==> src/hw/rtl/ple_pkg.sv <==
// shared constants, payload types, status and request codes for the list engine
// no dependencies; imported by every module of the block
package ple_pkg;

  // list geometry
  localparam int DEPTH      = 16;
  localparam int DATA_WIDTH = 32;

  // field widths of the channel payloads
  localparam int TYPE_W   = 3;
  localparam int POS_W    = 5;
  localparam int VALUE_W  = 32;
  localparam int STATUS_W = 2;
  localparam int FOUND_W  = 5;
  localparam int COUNT_W  = 5;

  // internal widths
  localparam int ADDR_W = $clog2(DEPTH);
  localparam int CNT_W  = $clog2(DEPTH + 1);
  localparam int CMP_W  = ((CNT_W > POS_W) ? CNT_W : POS_W) + 1;

  typedef enum logic [TYPE_W-1:0] {
    REQ_INSERT = 3'd0,
    REQ_DELETE = 3'd1,
    REQ_READ   = 3'd2,
    REQ_WRITE  = 3'd3,
    REQ_SEARCH = 3'd4
  } req_kind_t;

  typedef enum logic [STATUS_W-1:0] {
    ST_OK     = 2'd0,
    ST_BOUNDS = 2'd1,
    ST_EMPTY  = 2'd2,
    ST_FULL   = 2'd3
  } status_t;

  typedef struct packed {
    logic [TYPE_W-1:0]  req_type;
    logic [POS_W-1:0]   position;
    logic [VALUE_W-1:0] value;
  } req_item_t;

  typedef struct packed {
    logic [STATUS_W-1:0] status;
    logic [VALUE_W-1:0]  read_data;
    logic [FOUND_W-1:0]  found_position;
    logic [COUNT_W-1:0]  count;
  } rsp_item_t;

  typedef enum logic [2:0] {
    S_IDLE,
    S_EXEC,
    S_WALK,
    S_FINISH,
    S_PUSH
  } ctl_state_t;

  // controller to datapath
  typedef struct packed {
    logic load_req;
    logic exec;
    logic step;
    logic finish;
    logic push;
  } ctl_cmd_t;

  // datapath to controller
  typedef struct packed {
    logic walk_done;
    logic out_free;
  } dp_stat_t;

endpackage

==> src/hw/rtl/positional_list_engine_core.sv <==
// list engine top: one request in, one response out, n = entries walked
// n is at most DEPTH; a new request is taken only once the response is pushed
// the walk moves one entry per cycle through the entry memory, which has a
// read port and a single write port (read, then shifted write of the word read)
// reset: synchronous; empties the list and drops any pending response
// depends on ple_pkg, ple_controller, ple_datapath
module positional_list_engine_core (
  input  logic               clk,
  input  logic               rst,
  input  logic               req_valid,
  output logic               req_ready,
  input  ple_pkg::req_item_t req,
  output logic               rsp_valid,
  input  logic               rsp_ready,
  output ple_pkg::rsp_item_t rsp
);
  import ple_pkg::*;

  ctl_cmd_t cmd;
  dp_stat_t stat;

  // sequencer
  ple_controller u_controller (
    .clk       (clk),
    .rst       (rst),
    .req_valid (req_valid),
    .req_ready (req_ready),
    .stat      (stat),
    .cmd       (cmd)
  );

  // storage and result path
  ple_datapath u_datapath (
    .clk       (clk),
    .rst       (rst),
    .cmd       (cmd),
    .stat      (stat),
    .req       (req),
    .rsp_ready (rsp_ready),
    .rsp_valid (rsp_valid),
    .rsp       (rsp)
  );

endmodule

==> src/hw/rtl/ple_datapath.sv <==
// list storage, length register, walk counter and response register
// depends on ple_pkg; driven by ple_controller commands
module ple_datapath (
  input  logic               clk,
  input  logic               rst,
  input  ple_pkg::ctl_cmd_t  cmd,
  output ple_pkg::dp_stat_t  stat,
  input  ple_pkg::req_item_t req,
  input  logic               rsp_ready,
  output logic               rsp_valid,
  output ple_pkg::rsp_item_t rsp
);
  import ple_pkg::*;

  logic [DATA_WIDTH-1:0] mem [DEPTH];

  req_item_t             req_q;
  logic [CNT_W-1:0]      count;
  logic [CNT_W-1:0]      count_next;
  logic [CNT_W-1:0]      idx;
  logic [CNT_W-1:0]      lim;
  logic                  down;
  logic                  pend;
  logic [ADDR_W-1:0]     pend_addr;
  logic [DATA_WIDTH-1:0] rd_data;
  status_t               status_q;
  logic [CNT_W-1:0]      found;
  logic [DATA_WIDTH-1:0] rdata_res;

  logic [CMP_W-1:0]      pos_x;
  logic [CMP_W-1:0]      cnt_x;
  logic                  pos_zero;
  logic                  beyond;
  logic                  beyond_ins;
  logic [CNT_W-1:0]      pos_idx;
  logic [CNT_W-1:0]      pos_cnt;
  logic [DATA_WIDTH-1:0] key;
  logic                  ok_q;

  status_t               exec_status;
  logic [CNT_W-1:0]      exec_idx;
  logic [CNT_W-1:0]      exec_lim;
  logic                  exec_down;

  logic                  more;
  logic                  hit;
  logic                  rd_en;
  logic [ADDR_W-1:0]     issue_addr;
  logic                  we;
  logic [ADDR_W-1:0]     wa;
  logic [DATA_WIDTH-1:0] wd;

  // position checks against the current length
  assign pos_x      = CMP_W'(req_q.position);
  assign cnt_x      = CMP_W'(count);
  assign pos_zero   = (req_q.position == '0);
  assign beyond     = (pos_x > cnt_x);
  assign beyond_ins = (pos_x > (cnt_x + 1'b1));
  assign pos_idx    = CNT_W'(pos_x - 1'b1);
  assign pos_cnt    = CNT_W'(pos_x);
  assign key        = req_q.value[DATA_WIDTH-1:0];
  assign ok_q       = (status_q == ST_OK);

  // request decode: status and walk range
  always_comb begin
    exec_status = ST_OK;
    exec_idx    = '0;
    exec_lim    = '0;
    exec_down   = 1'b0;
    case (req_q.req_type)
      REQ_INSERT: begin
        if (pos_zero || beyond_ins) begin
          exec_status = ST_BOUNDS;
        end else if (count == CNT_W'(DEPTH)) begin
          exec_status = ST_FULL;
        end else begin
          exec_idx  = count;
          exec_lim  = pos_idx;
          exec_down = 1'b1;
        end
      end
      REQ_DELETE: begin
        if (count == '0) begin
          exec_status = ST_EMPTY;
        end else if (pos_zero || beyond) begin
          exec_status = ST_BOUNDS;
        end else begin
          exec_idx = pos_cnt;
          exec_lim = count;
        end
      end
      REQ_READ: begin
        if (pos_zero || beyond) begin
          exec_status = ST_BOUNDS;
        end else begin
          exec_idx = pos_idx;
          exec_lim = pos_cnt;
        end
      end
      REQ_WRITE: begin
        if (pos_zero || beyond) begin
          exec_status = ST_BOUNDS;
        end
      end
      REQ_SEARCH: begin
        exec_lim = count;
      end
      default: begin
        exec_status = ST_OK;
      end
    endcase
  end

  // walk: one read issued and one earlier read consumed per cycle
  assign more       = (idx != lim);
  assign issue_addr = down ? ADDR_W'(idx - 1'b1) : ADDR_W'(idx);
  assign hit        = pend && (req_q.req_type == REQ_SEARCH) && (rd_data == key);
  assign rd_en      = cmd.step && more && !hit;

  // walk ends on a search hit or once the last read is being consumed
  assign stat = '{walk_done: (hit || !more), out_free: (!rsp_valid || rsp_ready)};

  // length after the request
  always_comb begin
    count_next = count;
    if (ok_q) begin
      case (req_q.req_type)
        REQ_INSERT: count_next = count + 1'b1;
        REQ_DELETE: count_next = count - 1'b1;
        default:    count_next = count;
      endcase
    end
  end

  // single write port: shifted words during the walk, new value at the end
  always_comb begin
    we = 1'b0;
    wa = pend_addr;
    wd = rd_data;
    if (cmd.step && pend) begin
      case (req_q.req_type)
        REQ_INSERT: begin
          we = 1'b1;
          wa = pend_addr + 1'b1;
        end
        REQ_DELETE: begin
          we = 1'b1;
          wa = pend_addr - 1'b1;
        end
        default: we = 1'b0;
      endcase
    end else if (cmd.finish && ok_q) begin
      case (req_q.req_type)
        REQ_INSERT, REQ_WRITE: begin
          we = 1'b1;
          wa = ADDR_W'(pos_idx);
          wd = key;
        end
        default: we = 1'b0;
      endcase
    end
  end

  // entry storage with registered read
  always_ff @(posedge clk) begin
    if (we) begin
      mem[wa] <= wd;
    end
    if (rd_en) begin
      rd_data <= mem[issue_addr];
    end
  end

  // control registers
  always_ff @(posedge clk) begin
    if (rst) begin
      count     <= '0;
      pend      <= 1'b0;
      rsp_valid <= 1'b0;
    end else begin
      if (cmd.exec) begin
        pend <= 1'b0;
      end else if (cmd.step) begin
        pend <= rd_en;
      end
      if (cmd.finish) begin
        count <= count_next;
      end
      if (cmd.push) begin
        rsp_valid <= 1'b1;
      end else if (rsp_ready) begin
        rsp_valid <= 1'b0;
      end
    end
  end

  // request, walk and result payload
  always_ff @(posedge clk) begin
    if (cmd.load_req) begin
      req_q <= req;
    end
    if (cmd.exec) begin
      status_q  <= exec_status;
      idx       <= exec_idx;
      lim       <= exec_lim;
      down      <= exec_down;
      found     <= '0;
      rdata_res <= '0;
    end
    if (cmd.step) begin
      if (rd_en) begin
        idx       <= down ? (idx - 1'b1) : (idx + 1'b1);
        pend_addr <= issue_addr;
      end
      if (hit) begin
        found <= CNT_W'(pend_addr) + 1'b1;
      end
      if (pend && (req_q.req_type == REQ_READ)) begin
        rdata_res <= rd_data;
      end
    end
    if (cmd.push) begin
      rsp.status         <= status_q;
      rsp.read_data      <= VALUE_W'(rdata_res);
      rsp.found_position <= FOUND_W'(found);
      rsp.count          <= COUNT_W'(count);
    end
  end

endmodule

==> src/hw/rtl/ple_controller.sv <==
// sequencing state machine for the list engine
// depends on ple_pkg; commands ple_datapath
module ple_controller (
  input  logic              clk,
  input  logic              rst,
  input  logic              req_valid,
  output logic              req_ready,
  input  ple_pkg::dp_stat_t stat,
  output ple_pkg::ctl_cmd_t cmd
);
  import ple_pkg::*;

  ctl_state_t state;
  ctl_state_t state_next;

  // state register
  always_ff @(posedge clk) begin
    if (rst) begin
      state <= S_IDLE;
    end else begin
      state <= state_next;
    end
  end

  // next state and commands
  always_comb begin
    state_next = state;
    cmd        = '0;
    req_ready  = 1'b0;
    case (state)
      S_IDLE: begin
        req_ready = 1'b1;
        if (req_valid) begin
          cmd.load_req = 1'b1;
          state_next   = S_EXEC;
        end
      end
      S_EXEC: begin
        cmd.exec   = 1'b1;
        state_next = S_WALK;
      end
      S_WALK: begin
        cmd.step = 1'b1;
        if (stat.walk_done) begin
          state_next = S_FINISH;
        end
      end
      S_FINISH: begin
        cmd.finish = 1'b1;
        state_next = S_PUSH;
      end
      S_PUSH: begin
        if (stat.out_free) begin
          cmd.push   = 1'b1;
          state_next = S_IDLE;
        end
      end
      default: begin
        state_next = S_IDLE;
      end
    endcase
  end

endmodule
==> config.mk <==
export PLATFORM = sky130hd
export DESIGN_NAME = positional_list_engine_core
export DESIGN_NICKNAME = d
export VERILOG_FILES = /design/src/hw/rtl/ple_pkg.sv /design/src/hw/rtl/positional_list_engine_core.sv /design/src/hw/rtl/ple_datapath.sv /design/src/hw/rtl/ple_controller.sv
export SDC_FILE = /design/constraint.sdc
export NUM_CORES = 1
export LEC_CHECK = 0
export BUFFER_PORTS_ARGS = -buffer_cell sky130_fd_sc_hd__buf_4
export CORE_MARGIN = 1
export CORE_UTILIZATION = 47
export DETAILED_ROUTE_END_ITERATION = 12
export SYNTH_ARGS = -nofsm -noshare
export SYNTH_HDL_FRONTEND = slang
export SYNTH_HIERARCHICAL = 1
export SYNTH_SLANG_ARGS = --single-unit
==> constraint.sdc <==
create_clock -name clk -period 11 [get_ports clk]
set_clock_uncertainty 0.2 [all_clocks]
set_input_delay 1.65 -clock clk [delete_from_list [all_inputs] [get_ports clk]]
set_output_delay 1.65 -clock clk [all_outputs]
set_load 0.01 [all_outputs]
==> results of run 1 <==
## cell families after synthesis
group                      after synthesis  synth area share
DFF                                    692             0.738
and+or+nand+nor                        380            0.0637
muxes                                  166             0.120
AOI/OAI and AO/OA                      138            0.0322
buffers and inverters                  102            0.0162
xor gates and xnor gates                56            0.0179
adders and majority gates               25            0.0119
## metrics by stage
stage | instance area, µm² | total power (W) | std cells | setup WS (ns) | utilization
finish | 31500 | 0.00738 | 2493 | 6.32 | 0.545
global route | 31500 | 0.00770 | 2493 | 6.06 | 0.545
CTS | 31500 | 0.00747 | 2493 | 6.35 | 0.545
detailed placement | 29100 | 0.00510 | 2360 | 6.40 | 0.505
global placement | 29100 | 0.00508 | 2360 | 6.50 | 0.505
floorplan | 27500 | 0.00450 | 1559 | 4.07 | -
## synth_stat cells, drive strengths merged, types with 4 or more instances
cell type,number
a21o,5
a21oi,21
nand4,11
nor2b,4
nand2,216
a22oi,5
nand3,9
buf,34
nor3b,4
mux2i,6
mux2,32
or2,4
a31o,4
xnor2,31
or3,4
nor4,9
o21ai,39
mux4,128
and3,35
xor2,25
nor3,14
clkbuf,45
nor2,50
a31oi,36
o21bai,4
ha,23
edfxtp,640
nand2b,11
inv,23
dfxtp,52
o22ai,6
## layer usage
| metal | GRT usage | wire (µm) |
|---|---|---|
| met1 | 0.299 | 26900 |
| met2 | 0.341 | 30000 |
| met3 | 0.0404 | 4060 |
| met4 | 0.0735 | 1530 |
| met5 | 0 | 0 |
## state kept, by name, summed over array words and instances, names as in the netlist
register              cells
u_datapath/mem          512
u_datapath/rsp           44
u_datapath/key           32
u_datapath/rd_data       32
u_datapath/rdata_res     32
u_datapath/count          5
u_datapath/found          5
u_datapath/idx            5
u_datapath/lim            5
u_datapath/pos_cnt        5
u_datapath/pend_addr      4
u_controller/state        3
u_datapath/req_q          3
u_datapath/status_q       2
u_datapath/down           1
u_datapath/pend           1
u_datapath/rsp_valid      1
## cell type report
cell class                 instances  area, µm²
tap                              765        957
fill                            4548      26200
inverter                          23       87.6
clock buffer                      98       2000
timing repair buffer             115        876
sequential                       692      20300
multi-input combinational        765       6960
clock inverter                    35        307
## power groups by stage
stage | clock (W) | sequential (W) | combinational (W)
after detailed placement | 0 | 0.00323 | 0.00187
after global placement | 0 | 0.00323 | 0.00185
after CTS | 0.00242 | 0.00317 | 0.00188
after global routing | 0.00251 | 0.00318 | 0.00201
after floorplan | 0 | 0.00319 | 0.00131
final | 0.00237 | 0.00317 | 0.00185
## worst max path at each step
stage | depth (start not counted) | end | from
after floorplan | 2 | u_datapath/rsp[0] | rsp_ready
after global placement | 11 | u_datapath/mem[5][15] | u_datapath/req_q[39]
after detailed placement | 11 | u_datapath/mem[5][15] | u_datapath/req_q[39]
after CTS | 11 | u_datapath/mem[5][7] | u_datapath/req_q[39]
after global routing | 11 | u_datapath/mem[5][15] | u_datapath/req_q[39]
final | 11 | u_datapath/mem[5][19] | u_datapath/req_q[39]
## worst max-delay path: cells and delay by family, from the launching register on
kind,cells,cell delay [ns]
adder cells (fa/ha/maj),1,0.26
XOR/XNOR,1,0.12
flip-flops,1,0.57
AO/OA/AOI/OAI,3,0.52
AND/OR/NAND/NOR,5,2.36
buffers and inverters,1,0.22
==> flow_summary.toml, run 1 <==
[logic_synthesis]
synth_area_leader_cell = "edfxtp_1"
syn_area_per_cell_um2 = 17.6
yosys_warnings = 6
ys_seq_area_frac = 0.738
synth-edff-count = 640
synthArstFlopShare = 0
synthCells = 1559
synth.top_cell.area_share = 0.700
synthesis.area_mm2 = 0.0275
ys_ff_latch = 692
synth_area_leaders = "edfxtp_1 70%, mux4_2 10%, dfxtp_1 3.8%"
syn_nets = 1628
synth_ff_type = "edfxtp_1"
ys_types = 64

[timing]
drv_slew = 0
worst_slew_pin_slew_ns = 1.27
setup_viol = 0
hold_ws_ns = 0.226
tns_ns = 0
period_share = 0.426
hold_viol = 0
fmax_mhz = 214
rsz0062_at_grt = "no"
slew-limit-headroom = 0.150
fin_crit_ns = 4.68

[global_route]
grt_util_all_layers = 0.215
grt_pass1_vias = 14600
grt_start_max_net_pins = 130
gr-total-overflow = 0
antenna_found_initial = 0
grt_pass1_wl_mm = 93.5

[pwr]
pwr-share-seq = 0.430
p_int_w = 0.00520
ir_drop_mv = 0.128
p_switching_w = 0.00219
combPwrFrac = 0.250
leakagePower_nw = 10.5
p_clk_frac = 0.320
swShare = 0.296
p_per_area_mw_per_mm2 = 235

[place]
portBuffers = 89
dp_hpwl_mm = 36.7
place_congestion = 0.865

[clocking]
cts_resized = 0
clockBufferDepth = 3
cts_buffers = 73
ctsRootBufferMaster = "clkbuf_16"
clock_latency_ns = 0.61
hold_buffers = 0
cts_tree = "done"
cts.sink_count = 692
clk_pin_slew_ns = 0.06
postCtsSetupBuffers = 0
htree_levels = 3

[worst_setup_path]
crit_fanout = 32
critPathLaunchType = "flip-flop"
slowest_stage = "nor2_4"
cp_cell_sequence = "nor2_1 -> nand2_1 -> inv_1 -> ha_1 -> a21o_1 -> a21oi_1 -> xor2_1 -> o2111ai_1 -> nor3b_1 -> nand2b_1 -> nor2_4"
r2r-start = "u_datapath/req_q[39]"
end_kind = "flip-flop"
path_class = "reg2reg"
ff2ff_setup_slack_ns = 6.32
cp.required_ns = 11.01
r2r_cells = 11
rr_endpoint = "u_datapath/mem[5][19]"
crit_arrival_ns = 4.69
critPathMaxStageDelay_ns = 1.06

[run]
max-cap-violations = 0

[route]
vias = 14200
drt_iter0_drc = 1265
avgViaCountPerCell = 5.70
dr.pass1.iters = 6
drc = 0
postRouteAntennaNets = 0
drt-total-wl_mm = 62.5
wl_per_cell_um = 25.1

[layout]
final_common_cell = "edfxtp_1"
area_delta_synth_final_pct = 14.5
layout_common_cells = "640 x edfxtp_1, 214 x nand2_1, 128 x mux4_2"
antenna_cells = 0
finalNetCount = 1739
drive_above_1_share = 0.238

[min_path]
holdCritPathClass = "reg2reg"
hold_path_depth = 0
hold_start = "u_datapath/rdata_res[2]"
holdPathEnd = "u_datapath/rsp[12]"

[floorplanning]
die_w_um = 244
initial_core_util = 0.476
ios = 90
core_area_mm2 = 0.0577
die_h_um = 244
dieArea_mm2 = 0.0594
num_rows = 88

[outcome]
status = "finished, final reports clean"
(Power assumes the default switching activity.)
==> run 2, diff against run 1 <==
- ABC_AREA: unset -> 1
- PLACE_DENSITY: unset -> 0.65
- clock period: 11 -> 3.9 ns (I/O delays scaled with it)
==> flow_summary.toml, run 2 <==
[route]
dr.pass1.iters = 6
drt_iter0_drc = 1992
drt-total-wl_mm = 71.5
vias = 19800
postRouteAntennaNets = 0
avgViaCountPerCell = 5.49
drc = 0
wl_per_cell_um = 19.8

[clocking]
clk_pin_slew_ns = 0.06
cts.sink_count = 692
clock_latency_ns = 0.60
postCtsSetupBuffers = 0
cts_buffers = 72
htree_levels = 3
cts_tree = "done"
clockBufferDepth = 3
ctsRootBufferMaster = "clkbuf_16"

[timing]
worst_slew_pin_slew_ns = 0.999
period_share = 0.835
drv_slew = 0
hold_viol = 0
slew-limit-headroom = 0.332
setup_viol = 0
fin_crit_ns = 3.26
fmax_mhz = 307
rsz0062_at_grt = "no"

[layout]
largest_registers = "u_datapath/mem x512, u_datapath/rsp x44"
final_common_cell = "nand2_1"
area_delta_synth_final_pct = 17.0
largest_register_ffs = 512
layout_common_cells = "873 x nand2_1, 640 x edfxtp_1, 281 x nand3_1"
antenna_cells = 0
finalNetCount = 2844
fin_util = 0.558
drive_above_1_share = 0.110
top_register = "u_datapath/mem"

[worst_setup_path]
crit_fanout = 32
path_class = "reg2reg"
critPathLaunchType = "flip-flop"
cp.required_ns = 3.99
crit_arrival_ns = 3.35
end_kind = "flip-flop"

[floorplanning]
dieArea_mm2 = 0.0624
ios = 90
die_h_um = 250
core_area_mm2 = 0.0605
initial_core_util = 0.477
die_w_um = 250
num_rows = 90

[global_route]
grt_util_all_layers = 0.229
gr-total-overflow = 0
grt_start_max_net_pins = 136
grt_pass1_wl_mm = 110
antenna_found_initial = 0
grt_pass1_vias = 18500

[logic_synthesis]
synth-edff-count = 640
yosys_warnings = 6
syn_area_per_cell_um2 = 11.0
yosys.cell_count.top_type = "nand2_1"
synth_ff_type = "edfxtp_1"
ys_types = 42
ys_seq_area_frac = 0.702
synth.cells.most_frequent = "874 x nand2_1, 640 x edfxtp_1, 282 x nand3_1"
synth.top_cell.area_share = 0.666
synthArstFlopShare = 0
synthesis.area_mm2 = 0.0288
synth_area_leader_cell = "edfxtp_1"
synth_area_leaders = "edfxtp_1 67%, nand2_1 11%, nand3_1 4.9%"
syn_nets = 2680
synthCells = 2611
ys_ff_latch = 692

[pwr]
p_per_area_mw_per_mm2 = 648
ir_drop_mv = 0.405
power_w = 0.0219
leakagePower_nw = 12.7

[run]
max-cap-violations = 0

[place]
dp_hpwl_mm = 46.6
place_congestion = 0.977
portBuffers = 89

[min_path]
holdCritPathClass = "in2reg"

[outcome]
status = "finished, final reports clean"
run 2: cell count changes after synthesis, sizes merged, moves of 11 or more:
cell | previous run | this run
nand2 | 216 | 875
nand3 | 9 | 284
o21ai | 39 | 206
mux4 | 128 | 0
inv | 23 | 123
nor2 | 50 | 130
and3 | 35 | 1
mux2 | 32 | 0
clkbuf | 45 | 75
buf | 34 | 53
nand4 | 11 | 30
xor2 | 25 | 9
xnor2 | 31 | 16
nand2b | 11 | 0
run 2: path summary, 6_finish.rpt:
check,slack (ns),depth (start not counted),startpoint,endpoint
hold / removal,0.06,4,rsp_ready,u_datapath/rsp_valid
hold reg to reg,0.23,0,u_datapath/rdata_res[31],u_datapath/rsp[41]
setup / recovery,0.64,14,u_datapath/req_q[39],u_datapath/mem[13][14]
setup reg to reg,0.64,14,u_datapath/req_q[39],u_datapath/mem[13][14]
run 2: metal layers:
layer,vias to the layer above,part of all wire,track usage
met5,-,0,0
met4,0,0.023,0.0709
met2,795,0.44,0.338
li1,9361,-,-
met1,9538,0.45,0.345
met3,109,0.085,0.0383
run 2: worst max-delay path, cell delays in order (launching register included):
cell	delay (ns)
edfxtp_1	0.36
inv_1	0.17
nand3_2	0.12
inv_1	0.09
buf_4	0.17
ha_1	0.23
nand3_1	0.07
nand2_1	0.07
nand2_1	0.05
o21ai_0	0.13
o21ai_0	0.45
nand3_1	0.23
buf_4	0.23
nor2_4	0.11
buf_12	0.24
run 2: logic make-up (layout without fill, tap and decap cells):
| kind of cell | Yosys count | after routing | synth area share |
|---|---|---|---|
| flops | 692 | 692 | 0.702 |
| buf+inv | 252 | 469 | 0.0361 |
| fa+ha+maj | 25 | 25 | 0.0114 |
| xor+xnor | 25 | 25 | 0.00759 |
| simple gates | 1340 | 1340 | 0.192 |
| compound gates | 277 | 277 | 0.0503 |
run 2: what timing repair did:
item,CTS,global route
gates resized for setup,0,0
hold endpoints to repair,45,0
hold buffers,41,0
run 2: per-stage QoR:
stage | setup TNS, ns | area [µm²] | hold WS, ns | cells | worst slack, ns
finish | 0 | 33800 | 0.0571 | 3610 | 0.642
global route | 0 | 33800 | 0.0834 | 3610 | 0.465
CTS | 0 | 33800 | 0.0331 | 3610 | 0.705
detailed placement | 0 | 31100 | 0.213 | 3442 | 0.739
global placement | 0 | 31100 | 0.215 | 3442 | 0.712
floorplan | -0.815 | 28900 | 0.209 | 2611 | -0.0127
run 2: cell type report:
| type | instances | area (µm²) |
|---|---|---|
| Clock buffer | 93 | 1970 |
| Clock inverter | 34 | 284 |
| Fill cell | 4964 | 26700 |
| Inverter | 124 | 470 |
| Multi-Input combinational cell | 1667 | 7740 |
| Sequential cell | 692 | 20300 |
| Tap cell | 782 | 978 |
| Timing Repair Buffer | 218 | 2050 |
run 2: report_power, final:
part	internal (W)	total, W	switching [W]
registers	0.00877	0.00896	0.000190
clock network	0.00384	0.00659	0.00275
logic	0.00177	0.00632	0.00455
total	0.0144	0.0219	0.00748
